==> src/rtl/fpr_pkg.sv <==
`default_nettype none

package fpr_pkg;

  // Frame layout
  localparam logic [7:0] SYNC_FIRST   = 8'h24;
  localparam logic [7:0] SYNC_SECOND  = 8'h14;
  localparam logic [7:0] CHECK_MASK   = 8'hFE;
  localparam int         HEADER_BYTES = 6;

  // Command slot register layout
  localparam int SLOT_REGS   = 8;
  localparam int SLOT_W      = 15;
  localparam int CFG_INDEX_W = 3;
  localparam int SLOT_LEN_W  = 6;
  localparam int SLOT_LEN_LO = 8;
  localparam int SLOT_EN_BIT = 14;

  // Parameter defaults
  localparam int PAYLOAD_MAX_DEF   = 32;
  localparam int COMMAND_SLOTS_DEF = 8;

  typedef enum logic [2:0] {
    ST_HUNT,
    ST_SYNC2,
    ST_LEN,
    ST_CMD,
    ST_CHK1,
    ST_CHK2,
    ST_PAYLOAD
  } rx_state_t;

  // One accepted frame, handed from parser to emitter
  typedef struct packed {
    logic [7:0]            cmd;
    logic [SLOT_LEN_W-1:0] len;
    logic                  bank;
  } frame_desc_t;

  // Emitter to queue
  typedef struct packed {
    logic take;  // head descriptor consumed
    logic done;  // last item of a frame delivered, bank free
  } bk_ctl_t;

  // Queue status
  typedef struct packed {
    logic       hd_valid;
    logic       full;   // both payload banks held
    logic [1:0] busy;   // frames accepted, not yet fully delivered
  } q_stat_t;

endpackage

`default_nettype wire

==> src/rtl/framed_packet_receiver_top.sv <==
// Channel   | Valid        | Stall        | Payload
// ----------+--------------+--------------+--------------------------------------------
// rx in     | rx_valid     | rx_stall     | rx_byte
// frame out | frame_valid  | frame_stall  | frame_command, payload_byte, has_payload,
//           |              |              | last_of_frame
// config    | cfg_we       | (none)       | cfg_index, cfg_data
//
// One rx item per cycle while rx_stall is low; results leave at one item per
// cycle while frame_stall is low. The first result of a frame passes, after its final
// byte, through the queue, current-frame register, RAM read and output register.
// rx_stall rises only while two accepted frames still await delivery: both
// halves of the double-buffered payload RAM are then held.
// rst is synchronous, active high; slot registers clear to disabled.
`default_nettype none

module framed_packet_receiver_top #(
  parameter int PAYLOAD_MAX   = fpr_pkg::PAYLOAD_MAX_DEF,
  parameter int COMMAND_SLOTS = fpr_pkg::COMMAND_SLOTS_DEF
) (
  input  wire logic                             clk,
  input  wire logic                             rst,
  input  wire logic                             cfg_we,
  input  wire logic [fpr_pkg::CFG_INDEX_W-1:0]  cfg_index,
  input  wire logic [fpr_pkg::SLOT_W-1:0]       cfg_data,
  input  wire logic                             rx_valid,
  output logic                                  rx_stall,
  input  wire logic [7:0]                       rx_byte,
  output logic                                  frame_valid,
  input  wire logic                             frame_stall,
  output logic      [7:0]                       frame_command,
  output logic      [7:0]                       payload_byte,
  output logic                                  has_payload,
  output logic                                  last_of_frame
);

  // Payload RAM: two banks of 2^IDX_W bytes, bank bit on top of the address
  localparam int IDX_W     = (PAYLOAD_MAX > 1) ? $clog2(PAYLOAD_MAX) : 1;
  localparam int RAM_DEPTH = 2 ** (IDX_W + 1);

  logic                 ram_we;
  logic [IDX_W:0]       ram_waddr;
  logic [7:0]           ram_wdata;
  logic                 ram_re;
  logic [IDX_W:0]       ram_raddr;
  logic [7:0]           ram_rdata;
  logic                 push;
  fpr_pkg::frame_desc_t desc;
  fpr_pkg::frame_desc_t head;
  fpr_pkg::q_stat_t     stat;
  fpr_pkg::bk_ctl_t     ctl;

  // Front: frame parser, slot match and check; writes payload into its bank
  fpr_front #(
    .PAYLOAD_MAX   (PAYLOAD_MAX),
    .COMMAND_SLOTS (COMMAND_SLOTS)
  ) u_front (
    .clk       (clk),
    .rst       (rst),
    .cfg_we    (cfg_we),
    .cfg_index (cfg_index),
    .cfg_data  (cfg_data),
    .rx_valid  (rx_valid),
    .rx_stall  (rx_stall),
    .rx_byte   (rx_byte),
    .ram_we    (ram_we),
    .ram_waddr (ram_waddr),
    .ram_wdata (ram_wdata),
    .push      (push),
    .desc      (desc)
  );

  fpr_ram #(
    .WIDTH (8),
    .DEPTH (RAM_DEPTH)
  ) u_ram (
    .clk   (clk),
    .we    (ram_we),
    .waddr (ram_waddr),
    .wdata (ram_wdata),
    .re    (ram_re),
    .raddr (ram_raddr),
    .rdata (ram_rdata)
  );

  // Descriptors of checked frames; also counts banks in use
  fpr_queue u_queue (
    .clk     (clk),
    .rst     (rst),
    .push    (push),
    .desc_in (desc),
    .ctl     (ctl),
    .head    (head),
    .stat    (stat)
  );

  // Back: walks each frame's bank; one item per payload byte, one bare item if empty
  fpr_back #(
    .PAYLOAD_MAX (PAYLOAD_MAX)
  ) u_back (
    .clk           (clk),
    .rst           (rst),
    .head          (head),
    .stat          (stat),
    .ctl           (ctl),
    .ram_re        (ram_re),
    .ram_raddr     (ram_raddr),
    .ram_rdata     (ram_rdata),
    .frame_valid   (frame_valid),
    .frame_stall   (frame_stall),
    .frame_command (frame_command),
    .payload_byte  (payload_byte),
    .has_payload   (has_payload),
    .last_of_frame (last_of_frame)
  );

  assign rx_stall = stat.full;

`ifndef SYNTHESIS
  // A push lands only while a bank is free
  a_push_room: assert property (@(posedge clk) disable iff (rst)
    push |-> !stat.full)
    else $error("frame pushed with both banks held");

  // A descriptor is taken only for a frame still counted as outstanding
  a_take_busy: assert property (@(posedge clk) disable iff (rst)
    ctl.take |-> stat.busy != 2'd0)
    else $error("descriptor taken with no frame outstanding");

  // An item without payload is always the whole frame
  a_empty_last: assert property (@(posedge clk) disable iff (rst)
    frame_valid && !has_payload |-> last_of_frame)
    else $error("payload-less item not marked last");
`endif

endmodule

`default_nettype wire

==> src/rtl/fpr_ram.sv <==
`default_nettype none

module fpr_ram #(
  parameter int WIDTH = 8,
  parameter int DEPTH = 64
) (
  input  wire logic                     clk,
  input  wire logic                     we,
  input  wire logic [$clog2(DEPTH)-1:0] waddr,
  input  wire logic [WIDTH-1:0]         wdata,
  input  wire logic                     re,
  input  wire logic [$clog2(DEPTH)-1:0] raddr,
  output logic      [WIDTH-1:0]         rdata
);

  logic [WIDTH-1:0] mem [DEPTH];

  always_ff @(posedge clk) begin
    if (we) begin
      mem[waddr] <= wdata;
    end
    if (re) begin
      rdata <= mem[raddr];
    end
  end

endmodule

`default_nettype wire

==> src/rtl/fpr_front.sv <==
`default_nettype none

module fpr_front #(
  parameter int PAYLOAD_MAX   = fpr_pkg::PAYLOAD_MAX_DEF,
  parameter int COMMAND_SLOTS = fpr_pkg::COMMAND_SLOTS_DEF,
  localparam int IDX_W        = (PAYLOAD_MAX > 1) ? $clog2(PAYLOAD_MAX) : 1
) (
  input  wire logic                             clk,
  input  wire logic                             rst,
  input  wire logic                             cfg_we,
  input  wire logic [fpr_pkg::CFG_INDEX_W-1:0]  cfg_index,
  input  wire logic [fpr_pkg::SLOT_W-1:0]       cfg_data,
  input  wire logic                             rx_valid,
  input  wire logic                             rx_stall,
  input  wire logic [7:0]                       rx_byte,
  output logic                                  ram_we,
  output logic      [IDX_W:0]                   ram_waddr,
  output logic      [7:0]                       ram_wdata,
  output logic                                  push,
  output fpr_pkg::frame_desc_t                  desc
);

  localparam int LW = fpr_pkg::SLOT_LEN_W;

  logic [fpr_pkg::SLOT_W-1:0] slot [COMMAND_SLOTS];

  fpr_pkg::rx_state_t state, state_next;
  logic [7:0]    flen;
  logic [7:0]    fcmd;
  logic [LW-1:0] exp_len;
  logic [7:0]    chk1;
  logic [7:0]    chk2;
  logic [7:0]    rxor;
  logic [LW-1:0] pidx;
  logic          wr_bank;

  logic          accept;
  logic          hit;
  logic [LW-1:0] hit_len;
  logic [7:0]    xor_new;

  function automatic logic check_ok(input logic [7:0] x, input logic [7:0] c1,
                                    input logic [7:0] c2);
    logic [7:0] m;
    m = x & fpr_pkg::CHECK_MASK;
    return (c1 == m) && (c2 == (~m & fpr_pkg::CHECK_MASK));
  endfunction

  for (genvar s = 0; s < COMMAND_SLOTS; s++) begin : g_slot
    always_ff @(posedge clk) begin
      if (rst) begin
        slot[s] <= '0;
      end else if (cfg_we && cfg_index == fpr_pkg::CFG_INDEX_W'(s)) begin
        slot[s] <= cfg_data;
      end
    end
  end

  // Parallel slot compare, lowest slot wins
  always_comb begin
    logic [LW-1:0] n;
    hit     = 1'b0;
    hit_len = '0;
    for (int s = COMMAND_SLOTS - 1; s >= 0; s--) begin
      n = slot[s][fpr_pkg::SLOT_LEN_LO +: LW];
      if (slot[s][fpr_pkg::SLOT_EN_BIT] && slot[s][7:0] == rx_byte &&
          n <= LW'(PAYLOAD_MAX) &&
          flen == 8'(fpr_pkg::HEADER_BYTES) + 8'(n)) begin
        hit     = 1'b1;
        hit_len = n;
      end
    end
  end

  assign accept  = rx_valid && !rx_stall;
  assign xor_new = rxor ^ rx_byte;

  always_comb begin
    state_next = state;
    ram_we     = 1'b0;
    push       = 1'b0;
    if (accept) begin
      unique case (state)
        fpr_pkg::ST_HUNT: begin
          if (rx_byte == fpr_pkg::SYNC_FIRST) state_next = fpr_pkg::ST_SYNC2;
        end
        fpr_pkg::ST_SYNC2: begin
          state_next = (rx_byte == fpr_pkg::SYNC_SECOND) ? fpr_pkg::ST_LEN
                                                         : fpr_pkg::ST_HUNT;
        end
        fpr_pkg::ST_LEN: begin
          state_next = fpr_pkg::ST_CMD;
        end
        fpr_pkg::ST_CMD: begin
          state_next = hit ? fpr_pkg::ST_CHK1 : fpr_pkg::ST_HUNT;
        end
        fpr_pkg::ST_CHK1: begin
          state_next = fpr_pkg::ST_CHK2;
        end
        fpr_pkg::ST_CHK2: begin
          if (exp_len == '0) begin
            state_next = fpr_pkg::ST_HUNT;
            push       = check_ok(rxor, chk1, rx_byte);
          end else begin
            state_next = fpr_pkg::ST_PAYLOAD;
          end
        end
        fpr_pkg::ST_PAYLOAD: begin
          ram_we = 1'b1;
          if (pidx + LW'(1) == exp_len) begin
            state_next = fpr_pkg::ST_HUNT;
            push       = check_ok(xor_new, chk1, chk2);
          end
        end
        default: state_next = fpr_pkg::ST_HUNT;
      endcase
    end
  end

  always_ff @(posedge clk) begin
    if (rst) begin
      state   <= fpr_pkg::ST_HUNT;
      wr_bank <= 1'b0;
    end else begin
      state <= state_next;
      if (push) wr_bank <= ~wr_bank;
    end
  end

  always_ff @(posedge clk) begin
    if (accept) begin
      unique case (state)
        fpr_pkg::ST_LEN: begin
          flen <= rx_byte;
          rxor <= rx_byte;
        end
        fpr_pkg::ST_CMD: begin
          fcmd    <= rx_byte;
          exp_len <= hit_len;
          rxor    <= xor_new;
        end
        fpr_pkg::ST_CHK1: chk1 <= rx_byte;
        fpr_pkg::ST_CHK2: begin
          chk2 <= rx_byte;
          pidx <= '0;
        end
        fpr_pkg::ST_PAYLOAD: begin
          rxor <= xor_new;
          pidx <= pidx + LW'(1);
        end
        default: ;
      endcase
    end
  end

  assign ram_waddr = {wr_bank, pidx[IDX_W-1:0]};
  assign ram_wdata = rx_byte;
  assign desc.cmd  = fcmd;
  assign desc.len  = exp_len;
  assign desc.bank = wr_bank;

endmodule

`default_nettype wire

==> src/rtl/fpr_queue.sv <==
`default_nettype none

module fpr_queue (
  input  wire logic                 clk,
  input  wire logic                 rst,
  input  wire logic                 push,
  input  fpr_pkg::frame_desc_t      desc_in,
  input  fpr_pkg::bk_ctl_t          ctl,
  output fpr_pkg::frame_desc_t      head,
  output fpr_pkg::q_stat_t          stat
);

  fpr_pkg::frame_desc_t entry [2];
  logic       wr_ptr;
  logic       rd_ptr;
  logic [1:0] count;
  logic [1:0] busy;

  always_ff @(posedge clk) begin
    if (push) entry[wr_ptr] <= desc_in;
  end

  always_ff @(posedge clk) begin
    if (rst) begin
      wr_ptr <= 1'b0;
      rd_ptr <= 1'b0;
      count  <= '0;
      busy   <= '0;
    end else begin
      if (push)     wr_ptr <= ~wr_ptr;
      if (ctl.take) rd_ptr <= ~rd_ptr;
      count <= count + 2'(push) - 2'(ctl.take);
      busy  <= busy + 2'(push) - 2'(ctl.done);
    end
  end

  assign head          = entry[rd_ptr];
  assign stat.hd_valid = (count != '0);
  assign stat.full     = (busy == 2'd2);
  assign stat.busy     = busy;

endmodule

`default_nettype wire

==> src/rtl/fpr_back.sv <==
`default_nettype none

module fpr_back #(
  parameter int PAYLOAD_MAX = fpr_pkg::PAYLOAD_MAX_DEF,
  localparam int IDX_W      = (PAYLOAD_MAX > 1) ? $clog2(PAYLOAD_MAX) : 1
) (
  input  wire logic             clk,
  input  wire logic             rst,
  input  fpr_pkg::frame_desc_t  head,
  input  fpr_pkg::q_stat_t      stat,
  output fpr_pkg::bk_ctl_t      ctl,
  output logic                  ram_re,
  output logic      [IDX_W:0]   ram_raddr,
  input  wire logic [7:0]       ram_rdata,
  output logic                  frame_valid,
  input  wire logic             frame_stall,
  output logic      [7:0]       frame_command,
  output logic      [7:0]       payload_byte,
  output logic                  has_payload,
  output logic                  last_of_frame
);

  localparam int LW = fpr_pkg::SLOT_LEN_W;

  // Frame being walked
  logic          cur_valid;
  logic [7:0]    cur_cmd;
  logic [LW-1:0] cur_len;
  logic          cur_bank;
  logic [LW-1:0] cnt;

  // Read stage: RAM data lands alongside these
  logic       p1_valid;
  logic [7:0] p1_cmd;
  logic       p1_has;
  logic       p1_last;

  logic issue, issue_last, adv1, load, out_take;

  assign out_take   = frame_valid && !frame_stall;
  assign adv1       = p1_valid && (!frame_valid || !frame_stall);
  assign issue      = cur_valid && (!p1_valid || adv1);
  assign issue_last = (cur_len == '0) || (cnt + LW'(1) == cur_len);
  assign load       = stat.hd_valid && (!cur_valid || (issue && issue_last));

  assign ctl.take  = load;
  assign ctl.done  = out_take && last_of_frame;
  assign ram_re    = issue && (cur_len != '0);
  assign ram_raddr = {cur_bank, cnt[IDX_W-1:0]};

  always_ff @(posedge clk) begin
    if (rst) begin
      cur_valid   <= 1'b0;
      p1_valid    <= 1'b0;
      frame_valid <= 1'b0;
    end else begin
      if (load)                     cur_valid <= 1'b1;
      else if (issue && issue_last) cur_valid <= 1'b0;
      if (issue)     p1_valid <= 1'b1;
      else if (adv1) p1_valid <= 1'b0;
      if (adv1)          frame_valid <= 1'b1;
      else if (out_take) frame_valid <= 1'b0;
    end
  end

  always_ff @(posedge clk) begin
    if (load) begin
      cur_cmd  <= head.cmd;
      cur_len  <= head.len;
      cur_bank <= head.bank;
      cnt      <= '0;
    end else if (issue) begin
      cnt <= cnt + LW'(1);
    end
    if (issue) begin
      p1_cmd  <= cur_cmd;
      p1_has  <= (cur_len != '0);
      p1_last <= issue_last;
    end
    if (adv1) begin
      frame_command <= p1_cmd;
      payload_byte  <= p1_has ? ram_rdata : 8'h00;
      has_payload   <= p1_has;
      last_of_frame <= p1_last;
    end
  end

endmodule

`default_nettype wire
==> config.mk <==
export PLATFORM = sky130hd
export DESIGN_NAME = framed_packet_receiver_top
export DESIGN_NICKNAME = d
export VERILOG_FILES = /design/src/rtl/fpr_pkg.sv /design/src/rtl/framed_packet_receiver_top.sv /design/src/rtl/fpr_ram.sv /design/src/rtl/fpr_front.sv /design/src/rtl/fpr_queue.sv /design/src/rtl/fpr_back.sv
export SDC_FILE = /design/constraint.sdc
export NUM_CORES = 1
export LEC_CHECK = 0
export ABC_AREA = 1
export BUFFER_PORTS_ARGS = -buffer_cell sky130_fd_sc_hd__buf_2
export CELL_PAD_IN_SITES_DETAIL_PLACEMENT = 0
export CELL_PAD_IN_SITES_GLOBAL_PLACEMENT = 2
export CORE_MARGIN = 2
export CORE_UTILIZATION = 38
export CTS_CLUSTER_SIZE = 8
export DETAILED_ROUTE_END_ITERATION = 7
export GPL_ROUTABILITY_DRIVEN = 0
export GPL_TIMING_DRIVEN = 0
export PLACE_DENSITY_LB_ADDON = 0.08
export SLEW_MARGIN = 40
export SYNTH_ARGS = -nofsm -noshare
export SYNTH_HDL_FRONTEND = slang
export SYNTH_HIERARCHICAL = 1
export SYNTH_SLANG_ARGS = --single-unit
==> constraint.sdc <==
create_clock -name clk -period 3 [get_ports clk]
set_clock_uncertainty 0.1 [all_clocks]
set_input_delay 0.45 -clock clk [delete_from_list [all_inputs] [get_ports clk]]
set_output_delay 0.45 -clock clk [all_outputs]
set_load 0.02 [all_outputs]
# Word level (Yosys, flattened, before mapping)
# Memories as Yosys holds them, arrays and structs flattened. A register that Yosys moved wholly into a read port is not among the register bits.
# Index checks and enable logic that the tools add are counted.
dict set report op_classes {
  n_addsub 14
  multipliers 0
  n_div 0
  magnitude_cmp 8
  eq_ne 40
  shift 0
  mux 74
  n_bitwise 14
  n_reduce_logical 70
}
# cell count
set op_table {}
lappend op_table {{$eq 8x8->1} 20}
lappend op_table {{$mux 15} 8}
lappend op_table {{$add 3x6->7 const A} 8}
lappend op_table {{$mux 1} 49}
lappend op_table {{$le 6x6->1 const B} 8}
lappend op_table {{$mux 6} 8}
lappend op_table {{$logic_and 1x1->1} 42}
lappend op_table {{$eq 3x3->1 const B} 7}
lappend op_table {{$pmux 3 s7} 1}
lappend op_table {{$not 8->8} 2}
lappend op_table {{$pmux 8 s2} 1}
lappend op_table {{$add 6x1->6 const B} 2}
lappend op_table {{$eq 3x2->1 const B} 4}
lappend op_table {{$eq 6x6->1} 2}
lappend op_table {{$logic_not 6->1} 2}
lappend op_table {{$mux 3} 4}
lappend op_table {{$pmux 6 s2} 1}
lappend op_table {{$reduce_and 2->1} 6}
lappend op_table {{$reduce_bool 2->1} 6}
lappend op_table {{$eq 8x5->1 const B} 1}
lappend op_table {{$eq 8x6->1 const B} 1}
lappend op_table {{$or 1x1->1} 8}
lappend op_table {{$xor 8x8->8} 1}
lappend op_table {{$eq 3x1->1 const B} 2}
lappend op_table {{13 further kinds} 26}
dict set report word_totals {
  ff_bits 99
  latchBits 0
  mem_bits_rw 662
  rom_bits 0
  output_inout_bits 20
  memories 3
}
# name depth word_bits read_ports rd_clocked_by_memory_dff wr line
set memory_table {}
lappend memory_table {u_ram.mem 64 8 1 1 1 fpr_ram.sv:16} ;# logic [WIDTH-1:0] mem [DEPTH];
lappend memory_table {u_front.slot 8 15 8 0 8 fpr_front.sv:25} ;# logic [fpr_pkg::SLOT_W-1:0] slot [COMMAND_SLOTS];
lappend memory_table {u_queue.entry 2 15 1 1 1 fpr_queue.sv:13} ;# fpr_pkg::frame_desc_t entry [2];

# Logic depth before layout (Yosys ltp)
# Gate-level depths: netlist of the first run.
# An unclocked memory read counts as a cell.
dict set report depth {
  depth_word 15
  ltp_mapped 21
  depth_no_buf 20
}

# Modules after synthesis
# The synthesis of the first run kept the hierarchy.
# mod n_inst cells_per_inst area_per_inst_um2 seq_area_each_um2
set modules_own_cells {}
lappend modules_own_cells {fpr_ram 1 1805 21419.3 15615.0}
lappend modules_own_cells {fpr_front 1 1539 11567.3 5215.0}
lappend modules_own_cells {fpr_back 1 171 2030.7 1471.4}
lappend modules_own_cells {fpr_queue 1 94 1475.2 1041.0}

# Worst setup path after synthesis of the first run
# No wires, ideal clock.
dict set report synth_path {
  kind {flip-flop to flip-flop}
  startpoint {register u_back.cnt[0]}
  endpoint {register u_queue.count[1]}
  arrival_time_ns 2.989
  path_slack_ns -0.204
  path_stages_with_launch 22
  n_path_buf 1
  period_less_slack_ns 3.204
  cell_sequence {dfxtp_1 ha_1 nand2_1 clkinv_1 nand2_1 nand2_1 nand2_1 nand2_1 nor2_1 nand3_2 nand2_2 nand2_4 a21oi_1 buf_4 ha_1 inv_1 ha_1 inv_1 nand2_1 nand3_1 nand2_1 nor2_1}
}
dict set report synth_between {
  elab_chain_len 7
}
# element line
set synth_lines {}
lappend synth_lines {{start, declared} fpr_back.sv:30} ;# logic [LW-1:0] cnt;
lappend synth_lines {{start signal, assigned} fpr_back.sv:73} ;# cnt <= cnt + LW'(1);
lappend synth_lines {{$add 6x1->6} fpr_back.sv:43} ;# assign issue_last = (cur_len == '0) || (cnt + LW'(1) == cur_len);
lappend synth_lines {{$eq 6x6->1} fpr_back.sv:43}
lappend synth_lines {{$logic_or 1x1->1} fpr_back.sv:43}
lappend synth_lines {{net u_back.issue_last} fpr_back.sv:38} ;# logic issue, issue_last, adv1, load, out_take;
lappend synth_lines {{$logic_and 1x1->1} fpr_back.sv:44} ;# assign load = stat.hd_valid && (!cur_valid || (issue && issue_last));
lappend synth_lines {{$logic_or 1x1->1} fpr_back.sv:44}
lappend synth_lines {{$logic_and 1x1->1} fpr_back.sv:44}
lappend synth_lines {{net u_back.load} fpr_back.sv:38}
lappend synth_lines {{$sub 2x1->2} fpr_queue.sv:32} ;# count <= count + 2'(push) - 2'(ctl.take);
lappend synth_lines {{end signal, assigned} fpr_queue.sv:32}
lappend synth_lines {{end, declared} fpr_queue.sv:16} ;# logic [1:0] count;
# The timed path passes the listed nets, and every way through them passes these cells.
# A chain may end at the register's enable or synchronous reset.

# Worst setup path after layout of the first run
dict set report layout_path {
  startpoint {register u_front.pidx[0]}
  endpoint {memory u_ram.mem[55][1], enable pin}
}
# element line
set layout_lines {}
lappend layout_lines {{start, declared} fpr_front.sv:34} ;# logic [LW-1:0] pidx;
lappend layout_lines {{start signal, assigned} fpr_front.sv:149} ;# pidx <= pidx + LW'(1);
lappend layout_lines {{end, declared} fpr_ram.sv:16}
# Straight into the memory's write port.

==> impl_metrics.json, run 1 <==
{
  "status": "finished, final reports clean",
  "ys_seq_area_share_pct": 64.0,
  "arrival_ns": 3.19,
  "area_growth_pct": 15.3,
  "synth-edff-count": 764,
  "tightest_slew_ns": 0.896,
  "syn_nets": 3654,
  "drc": 0,
  "setup_ws_ns": 0.101,
  "fp.dieArea_mm2": 0.0985,
  "hold_violations": 0,
  "cp_max_fo": 9,
  "cts_buffer_depth": 3,
  "cp-start-kind": "flip-flop",
  "cts_tree": "yes",
  "antenna_found_initial": 2,
  "clock_sinks": 784,
  "vias": 26374,
  "reg_top3": "u_ram/mem: 512 flops, u_front/slot: 120 flops, u_queue/entry: 30 flops",
  "clock_latency_ns": 0.68,
  "critPathCaptureType": "flip-flop",
  "drive_above_1_share_pct": 13.4,
  "root_buffer": "clkbuf_16",
  "rows": 113,
  "holdWs_ns": 0.0487,
  "rsz0062_at_grt": "no",
  "multiInputGateArea_mm2": 0.0113,
  "ys_ff_latch": 784,
  "worst-setup-path-type": "reg -> reg",
  "grt_max_degree": 65,
  "avgViaCountPerCell": 5.16,
  "synth.cell_area_mm2": 0.0365,
  "synth_flop_cell": "edfxtp_1",
  "fin_nets": 3854,
  "io_buffers": 50,
  "hp-class": "in -> reg",
  "fmax_ghz": 0.345,
  "ys_types": 58,
  "grt_usage_pct": 23.7,
  "coreArea_mm2": 0.0952,
  "die_y_um": 314,
  "grt-ovfl-total": 0,
  "wire_per_inst_um": 22.8,
  "fin_crit_ns": 2.90,
  "async_reset_ff_share_pct": 0,
  "first_iter_violations": 2175,
  "synthCells": 3609,
  "drv_cap": 0,
  "die_x_um": 314,
  "timing.final.max_slew_violations": 0,
  "cts_htree_levels": 3,
  "peakVddDrop_mv": 0.475,
  "fillers": 8984,
  "clk_pin_slew_ns": 0.05,
  "fin_crit_sh_pct": 96.6,
  "first_global_vias": 25704,
  "drtPass1Iterations": 6,
  "hpwl_um": 84600,
  "start_util_pct": 38.4,
  "grt_most_used_layer": "met2",
  "antennaDiodeCount": 0,
  "grt_pass1_wl_um": 171000,
  "setup_viol": 0,
  "syn_avg_cell_area_um2": 10.1,
  "ant_nets": 0,
  "use_met2_pct": 41.3,
  "use_met3_pct": 3.08,
  "grt_util_met1_pct": 30.0,
  "post-place-ws_ns": -0.586,
  "seq_area_mm2": 0.0233,
  "wl_um": 117000,
  "required_ns": 3.29,
  "cts_made_buffers": 108,
  "powerDensity_mw_per_mm2": 792,
  "max_slew_margin_pct": 40.1,
  "yosysWarnings": 6,
  "io_pins": 51,
  "p_leak_nw": 16.5,
  "largest_register_ffs": 512,
  "largest_register": "u_ram/mem"
}
==> Yosys cell counts, types with 8 or more instances <==
library cell / count / area, µm²
nor2_1: 368 / 1380
inv_2: 17 / 63.8
xnor2_1: 18 / 158
clkbuf_1: 26 / 97.6
nor4_1: 10 / 62.6
inv_1: 231 / 867
nand4_1: 55 / 344
o21ai_1: 16 / 80.1
xor2_1: 26 / 228
mux2_4: 10 / 150
ha_1: 14 / 175
nand2_1: 1144 / 4290
nand3_1: 552 / 2760
nor2_2: 8 / 50.1
buf_1: 11 / 41.3
a21oi_1: 30 / 150
buf_4: 44 / 330
o21ai_0: 42 / 210
nand2_2: 12 / 75.1
buf_2: 42 / 210
nor3_1: 13 / 65.1
edfxtp_1: 764 / 22900
dfxtp_1: 20 / 400
buf_6: 48 / 541
==> critical path, cell delays in order, from the launching register on <==
cell      delay [ns]
edfxtp_1        0.44
buf_4           0.14
clkbuf_1        0.46
inv_1           0.36
nor4_2          0.61
buf_2           0.29
buf_2           0.20
==> timing repair <==
action                                  in CTS  in global routing
resized for setup                           37                 26
setup buffers                                9                 10
pin swaps                                    3                  2
hold buffers                                 2                  0
endpoints found under the hold margin        5                  0
endpoints found under the setup margin     517                301
gates cloned                                 0                  0
==> final timing paths <==
path	from	to	slack [ns]	depth (start not counted)
max reg2reg	u_front/pidx[0]	u_ram/mem[55][1]	0.10	6
min reg2reg	u_back/cur_cmd[1]	u_back/p1_cmd[1]	0.32	0
max	u_front/pidx[0]	u_ram/mem[55][1]	0.10	6
min	rx_byte[2]	u_front/flen[2]	0.05	1
==> power breakdown <==
group          switching, mW  internal (mW)
combinational           6.66           2.72
sequential             0.262           12.6
clock                   4.51           6.57
total                   11.4           21.9
==> area by class of cell <==
class | count | area share (%)
Inverter | 256 | 2.33
Buffer | 175 | 3.09
Clock buffer | 144 | 6.85
Tap cell | 1265 | 3.76
Multi-Input combinational cell | 2394 | 26.8
Sequential cell | 784 | 55.5
Timing Repair Buffer | 90 | 1.37
Clock inverter | 8 | 0.262
==> logic make-up (layout without fill, tap and decap cells) <==
logic type               Yosys count  count (layout)  synth area share [%]
AND/OR/NAND/NOR                 2207            2207                  25.9
AO/OA/AOI/OAI                    108             108                  1.64
flip-flops                       784             784                  64.0
adder cells (fa/ha/maj)           14              14                 0.480
multiplexers                      15              15                 0.566
buffers and inverters            431             673                  6.17
XOR/XNOR                          50              50                  1.32
==> metal layers <==
| layer | part of all wire [%] | wire [µm] |
|---|---|---|
| met1 | 42 | 48900 |
| met2 | 50 | 58400 |
| met3 | 4.2 | 4900 |
| met4 | 4.0 | 4680 |
| met5 | 0 | 0 |
==> per-stage QoR <==
step	total power [mW]	instance area (µm²)	setup TNS [ns]	util (%)	cells
2_1_floorplan	18.8	36500	0	-	3609
3_3_place_gp	22.3	38300	-333.16	40.3	4924
3_5_place_dp	22.4	38600	-133.02	40.6	4943
4_1_cts	33.6	41800	-20.09	43.9	5106
5_1_grt	34.9	42100	0	44.2	5116
6_report	33.3	42100	0	44.2	5116
==> layout by cell type (no fill, tap or decap), types with 17 or more instances in the layout <==
master	Yosys	layout
nand4_1	55	55
edfxtp_1	764	764
buf_2	42	105
clkbuf_16	0	110
nor2_2	8	43
a21oi_1	30	29
clkbuf_1	26	57
inv_2	17	17
nor2_4	2	25
nand3_1	552	552
nand2_1	1144	1143
o21ai_0	42	41
nor2_1	368	310
buf_4	44	56
inv_1	231	230
xor2_1	26	26
dfxtp_1	20	18
buf_6	48	56
xnor2_1	18	18
Power figures use the tool's default switching activity.
==> run 2: changes to the inputs <==
- CORE_UTILIZATION: 38 -> 39
- CTS_BUF_LIST: unset -> sky130_fd_sc_hd__clkbuf_4 sky130_fd_sc_hd__clkbuf_8
==> run 2 against run 1 <==
Worst hold slack gained 0.013 ns. Maximum frequency grew 0.34%. Final cell count grew 2.0%. Sequential cell count is the same. Largest cell class unchanged.
==> impl_metrics.json, run 2 (synthesis gave the netlist of run 1 again) <==
{
  "status": "finished, final reports clean",
  "clock_sinks": 784,
  "worst-setup-path-type": "reg -> reg",
  "root_buffer": "clkbuf_8",
  "fin_crit_sh_pct": 96.3,
  "avgViaCountPerCell": 5.09,
  "cts_buffer_depth": 3,
  "largest_register_ffs": 512,
  "p_leak_nw": 16.5,
  "grt_usage_pct": 24.5,
  "slowest_delay_ns": 0.45,
  "crit_chain": "buf_4, inv_1, buf_2, buf_2, nand3_1, nand3_1, nand2_1, nand2_1, nand3_1, nand3_1, nand2_1",
  "pwr-share-seq_pct": 40.4,
  "antenna_found_initial": 4,
  "critPathSlowestCell": "buf_2",
  "rsz0062_at_grt": "no",
  "fillers": 8915,
  "drv_cap": 0,
  "fin_crit_ns": 2.89,
  "cp-start-kind": "flip-flop",
  "power_frac_comb_pct": 29.6,
  "r2r_slack_ns": 0.11,
  "rows": 112,
  "largest_register": "u_ram/mem",
  "first_global_vias": 26123,
  "tightest_slew_ns": 0.845,
  "cp_common_cell": "nand3_1",
  "die_x_um": 310,
  "setup_viol": 0,
  "max_slew_margin_pct": 43.5,
  "tns_ns": 0,
  "coreArea_mm2": 0.0930,
  "start_util_pct": 39.2,
  "io_buffers": 50,
  "clk_pin_slew_ns": 0.06,
  "area_growth_pct": 14.4,
  "first_iter_violations": 2425,
  "hp-class": "in -> reg",
  "cts_tree": "yes",
  "grt_max_degree": 65,
  "powerDensity_mw_per_mm2": 761,
  "hold_violations": 0,
  "power_mw": 31.8,
  "p_int_mw": 20.4,
  "mostFrequentLayoutCells": "nand2_1 (1144), edfxtp_1 (764), nand3_1 (552), nor2_1 (321), inv_1 (229)",
  "fp.dieArea_mm2": 0.0960,
  "arrival_ns": 3.33,
  "mostFrequentLayoutCell": "nand2_1",
  "wl_um": 116000,
  "grt-ovfl-total": 0,
  "hpwl_um": 83600,
  "drtPass1Iterations": 5,
  "timing.final.max_slew_violations": 0,
  "peakVddDrop_mv": 0.477,
  "ant_nets": 0,
  "fin_nets": 3903,
  "reg_top3": "u_ram/mem: 512 flops, u_front/slot: 120 flops, u_queue/entry: 30 flops",
  "required_ns": 3.44,
  "fmax_ghz": 0.346,
  "p_switching_mw": 11.4,
  "vias": 26546,
  "cp_max_fo": 10,
  "cts_made_buffers": 139,
  "wire_per_inst_um": 22.2,
  "critPathCaptureType": "flip-flop",
  "grt_pass1_wl_um": 170000,
  "drive_above_1_share_pct": 15.3,
  "die_y_um": 310,
  "clkPwrFrac_pct": 30.0,
  "io_pins": 51,
  "sw_frac_of_total_pct": 35.8,
  "cts_htree_levels": 4,
  "drc": 0,
  "clock_latency_ns": 0.82
}
==> run 2: cell count changes in the layout (fill, tap and decap cells not counted), sizes merged <==
cell         change
clkbuf          +46
clkinv          +35
dlygate4sd3     +16
clkinvlp         +8
diode            +3
inv              +3
buf              +2
bufinv           +1
==> run 2: power by group through the flow <==
stage	combinational (mW)	clock, mW	sequential, mW
6_report	9.39	9.55	12.8
2_1_floorplan	5.76	0	13.0
3_5_place_dp	9.33	0	13.1
3_3_place_gp	9.26	0	13.1
4_1_cts	9.39	9.84	12.8
5_1_grt	10.2	10.3	12.9
==> run 2: repair_timing <==
| action | in CTS | in global routing |
|---|---|---|
| hold buffers | 18 | 0 |
| endpoints found under the setup margin | 527 | 210 |
| resized for setup | 26 | 12 |
| buffers inserted | 17 | 4 |
| pin swaps | 2 | 1 |
| endpoints found under the hold margin | 69 | 0 |
==> run 2: metal layers <==
metal,routed length [µm],vias up,global-route usage (%)
li1,-,12718,-
met1,48200,12847,30.7
met2,58400,782,42.5
met3,5470,199,3.68
met4,4040,0,9.84
met5,0,-,0
==> run 2: path summary, 6_finish.rpt <==
check | from | end | cells after the start
worst max-delay path | u_back/cnt[1] | u_ram/rdata[6] | 11
worst min register to register | u_back/cur_cmd[2] | u_back/p1_cmd[2] | 0
worst max register to register | u_back/cnt[1] | u_ram/rdata[6] | 11
worst min-delay path | cfg_data[13] | u_front/slot[0][58] | 3
==> run 2: area by class of cell <==
| cell class | count | area, µm² | share of cell area (%) |
|---|---|---|---|
| buffer | 175 | 1300 | 3.11 |
| antenna | 3 | 7.51 | 0.0180 |
| clock buffer | 190 | 2310 | 5.55 |
| sequential | 784 | 23300 | 55.9 |
| multi-input combinational | 2394 | 11200 | 26.8 |
| tap | 1254 | 1570 | 3.76 |
| inverter | 256 | 985 | 2.36 |
| timing repair buffer | 108 | 728 | 1.74 |
| clock inverter | 55 | 315 | 0.755 |
==> run 2: through the flow <==
step / hold WS [ns] / utilization (%) / worst slack, ns / instance area [µm²] / cells
floorplan: 0.300 / - / 0.116 / 36500 / 3609
global placement: 0.305 / 41.2 / -1.46 / 38300 / 4913
detailed placement: 0.305 / 41.5 / -0.581 / 38600 / 4932
CTS: 0.00322 / 44.7 / -0.00379 / 41600 / 5212
global route: 0.0292 / 44.9 / 0.00858 / 41700 / 5219
finish: 0.0616 / 44.9 / 0.111 / 41700 / 5219
==> run 2: critical path: cells and delay by family, from the launching register on <==
family / cells / cell delay (ns)
buf+inv: 4 / 1.07
simple gates: 7 / 1.04
flops: 1 / 0.36
==> run 3: changes to the inputs <==
- CAP_MARGIN: unset -> 40
- clock period: 3 -> 2.5 ns (I/O delays scaled with it)
==> run 3 against run 2 <==
The run now ends with negative setup slack left. Die area unchanged. Global-route usage up 0.20 points. Register-to-register slack got worse by 0.14 ns. Critical path type is now in -> reg. Critical endpoint is now u_front/exp_len[0]. Largest power group unchanged. Highest routed layer unchanged.
==> impl_metrics.json, run 3 (synthesis gave the netlist of run 1 again) <==
{
  "vias": 26955,
  "grt_usage_pct": 24.7,
  "antenna_found_initial": 1,
  "start_util_pct": 39.2,
  "fin_crit_ns": 2.54,
  "drc": 0,
  "coreArea_mm2": 0.0930,
  "timing.final.max_slew_violations": 0,
  "dpl_cell_area_mm2": 0.0386,
  "post-place-ws_ns": -0.950,
  "first_global_vias": 26173,
  "place_inst": 4933,
  "crit_chain": "dlygate4sd3_1, buf_2, buf_6, inv_4, buf_6, nand2_2, nand2_2, nor3_2, nand3_1, nor2_2, nand2_4, o21ai_1, nand4_1, nand2_1, nand2_1",
  "clock_latency_ns": 0.81,
  "drive_above_1_share_pct": 19.9,
  "critPathSlowestCell": "dlygate4sd3_1",
  "fin_nets": 3965,
  "fp.dieArea_mm2": 0.0960,
  "multiInputGateArea_mm2": 0.0120,
  "dr.max_layer_used": "met4",
  "worst-setup-path-type": "in -> reg",
  "peakVddDrop_mv": 0.520,
  "die_y_um": 310,
  "hold_violations": 0,
  "cp_max_fo": 10,
  "wire_per_inst_um": 22.5,
  "avgViaCountPerCell": 5.11,
  "fin_crit_sh_pct": 102,
  "powerDensity_mw_per_mm2": 904,
  "p_leak_nw": 17.1,
  "mostFrequentLayoutCells": "nand2_1 (1103), edfxtp_1 (764), nand3_1 (525), nor2_1 (299), inv_1 (218)",
  "clk_pin_slew_ns": 0.06,
  "io_pins": 51,
  "cts_htree_levels": 4,
  "fmax_ghz": 0.394,
  "seq_area_mm2": 0.0234,
  "die_x_um": 310,
  "violations": "negative setup slack",
  "wl_met3_um": 5430,
  "largest_register": "u_ram/mem",
  "p_int_mw": 25.4,
  "grt-ovfl-total": 0,
  "final_util_pct": 46.6,
  "rsz0062_at_grt": "yes",
  "ant_nets": 0,
  "root_buffer": "clkbuf_8",
  "cts_buffer_depth": 3,
  "drtPass1Iterations": 5,
  "fillers": 8800,
  "tns_ns": -0.0737,
  "slowest_delay_ns": 0.53,
  "first_iter_violations": 2050,
  "max_slew_margin_pct": 43.8,
  "wl_um": 119000,
  "required_ns": 2.94,
  "worst-r2r-cell-count": 15,
  "m1WireLength_um": 48600,
  "drv_cap": 0,
  "area_growth_pct": 18.8,
  "io_buffers": 50,
  "mostFrequentLayoutCell": "nand2_1",
  "grt_pass1_wl_um": 171000,
  "critPathCaptureType": "flip-flop",
  "cp.depth": 15,
  "final_area_mm2": 0.0434,
  "clkPwrFrac_pct": 30.2,
  "hpwl_um": 83900,
  "clock_sinks": 784,
  "hp-class": "in -> reg",
  "largest_register_ffs": 512,
  "arrival_ns": 2.98,
  "route.met2.wl_um": 59200,
  "cts_made_buffers": 141,
  "cp_top_family": "buffers and inverters",
  "layout.cells.non_filler": 5271,
  "reg_top3": "u_ram/mem: 512 flops, u_front/slot: 120 flops, u_queue/entry: 30 flops",
  "power_frac_comb_pct": 30.4,
  "rows": 112,
  "tightest_slew_ns": 0.838,
  "setup_ws_ns": -0.0397,
  "pwr-share-seq_pct": 39.3,
  "min_path_cells": 6,
  "sw_frac_of_total_pct": 35.2,
  "grt_max_degree": 65,
  "p_switching_mw": 13.8,
  "setup_viol": 5,
  "path_buf_inv": 5,
  "cp-start-kind": "input port",
  "cts_tree": "yes",
  "status": "complete, but fails checks"
}
[run 3: timing repair]
action | in CTS | in global routing
gates resized for setup | 160 | 135
hold endpoints to repair | 172 | 0
setup endpoints to repair | 564 | 180
gates cloned | 1 | 2
setup buffers | 44 | 31
pin swaps | 16 | 48
hold buffers | 26 | 0
[run 3: metal layers]
| metal | vias up | track usage (%) |
|---|---|---|
| met2 | 819 | 43.1 |
| met4 | 0 | 11.2 |
| met1 | 13058 | 30.0 |
| met5 | - | 0 |
| met3 | 242 | 3.90 |
| li1 | 12836 | - |
[run 3: power groups by stage]
stage          Combinational (mW)  Sequential, mW  Clock (mW)
6_report                     11.9            15.4        11.9
5_1_grt                      12.9            15.5        12.8
4_1_cts                      11.5            15.4        12.2
3_5_place_dp                 11.2            15.7           0
3_3_place_gp                 11.1            15.7           0
2_1_floorplan                6.93            15.6           0
[run 3: worst register-to-register path: stages, from the launching register on]
cell and delay, ns:
edfxtp_1 0.41, inv_2 0.11, ha_4 0.21, xor2_2 0.16, nand4_1 0.13, nor3_2 0.20
nand2_1 0.12, nor2_4 0.19, nand2_4 0.11, buf_6 0.15, nand3_2 0.08, nand3_2 0.07
inv_2 0.05, nand2_2 0.05, nand2_2 0.07, nand2_1 0.05
[run 3: final cells by class]
class | count | share of cell area, %
tap | 1254 | 3.62
multi-input combinational | 2394 | 27.6
clock inverter | 50 | 0.843
timing repair buffer | 172 | 3.11
clock buffer | 188 | 5.45
inverter | 256 | 2.30
sequential | 784 | 53.9
buffer | 171 | 3.21
antenna | 2 | 0.0115
[run 3: metrics by stage]
stage | hold WS (ns) | total power [mW]
2_1_floorplan | 0.300 | 22.6
3_3_place_gp | 0.302 | 26.8
3_5_place_dp | 0.305 | 26.9
4_1_cts | 0.0323 | 39.2
5_1_grt | 0.0405 | 41.1
6_report | 0.0674 | 39.2
[run 3: worst paths after layout]
path	start	slack [ns]	to
hold reg to reg	u_back/cur_cmd[1]	0.32	u_back/p1_cmd[1]
setup reg to reg	u_front/slot[0][39]	-0.03	u_front/exp_len[5]
setup / recovery	rx_byte[1]	-0.04	u_front/exp_len[0]
hold / removal	rx_valid	0.07	u_front/wr_bank
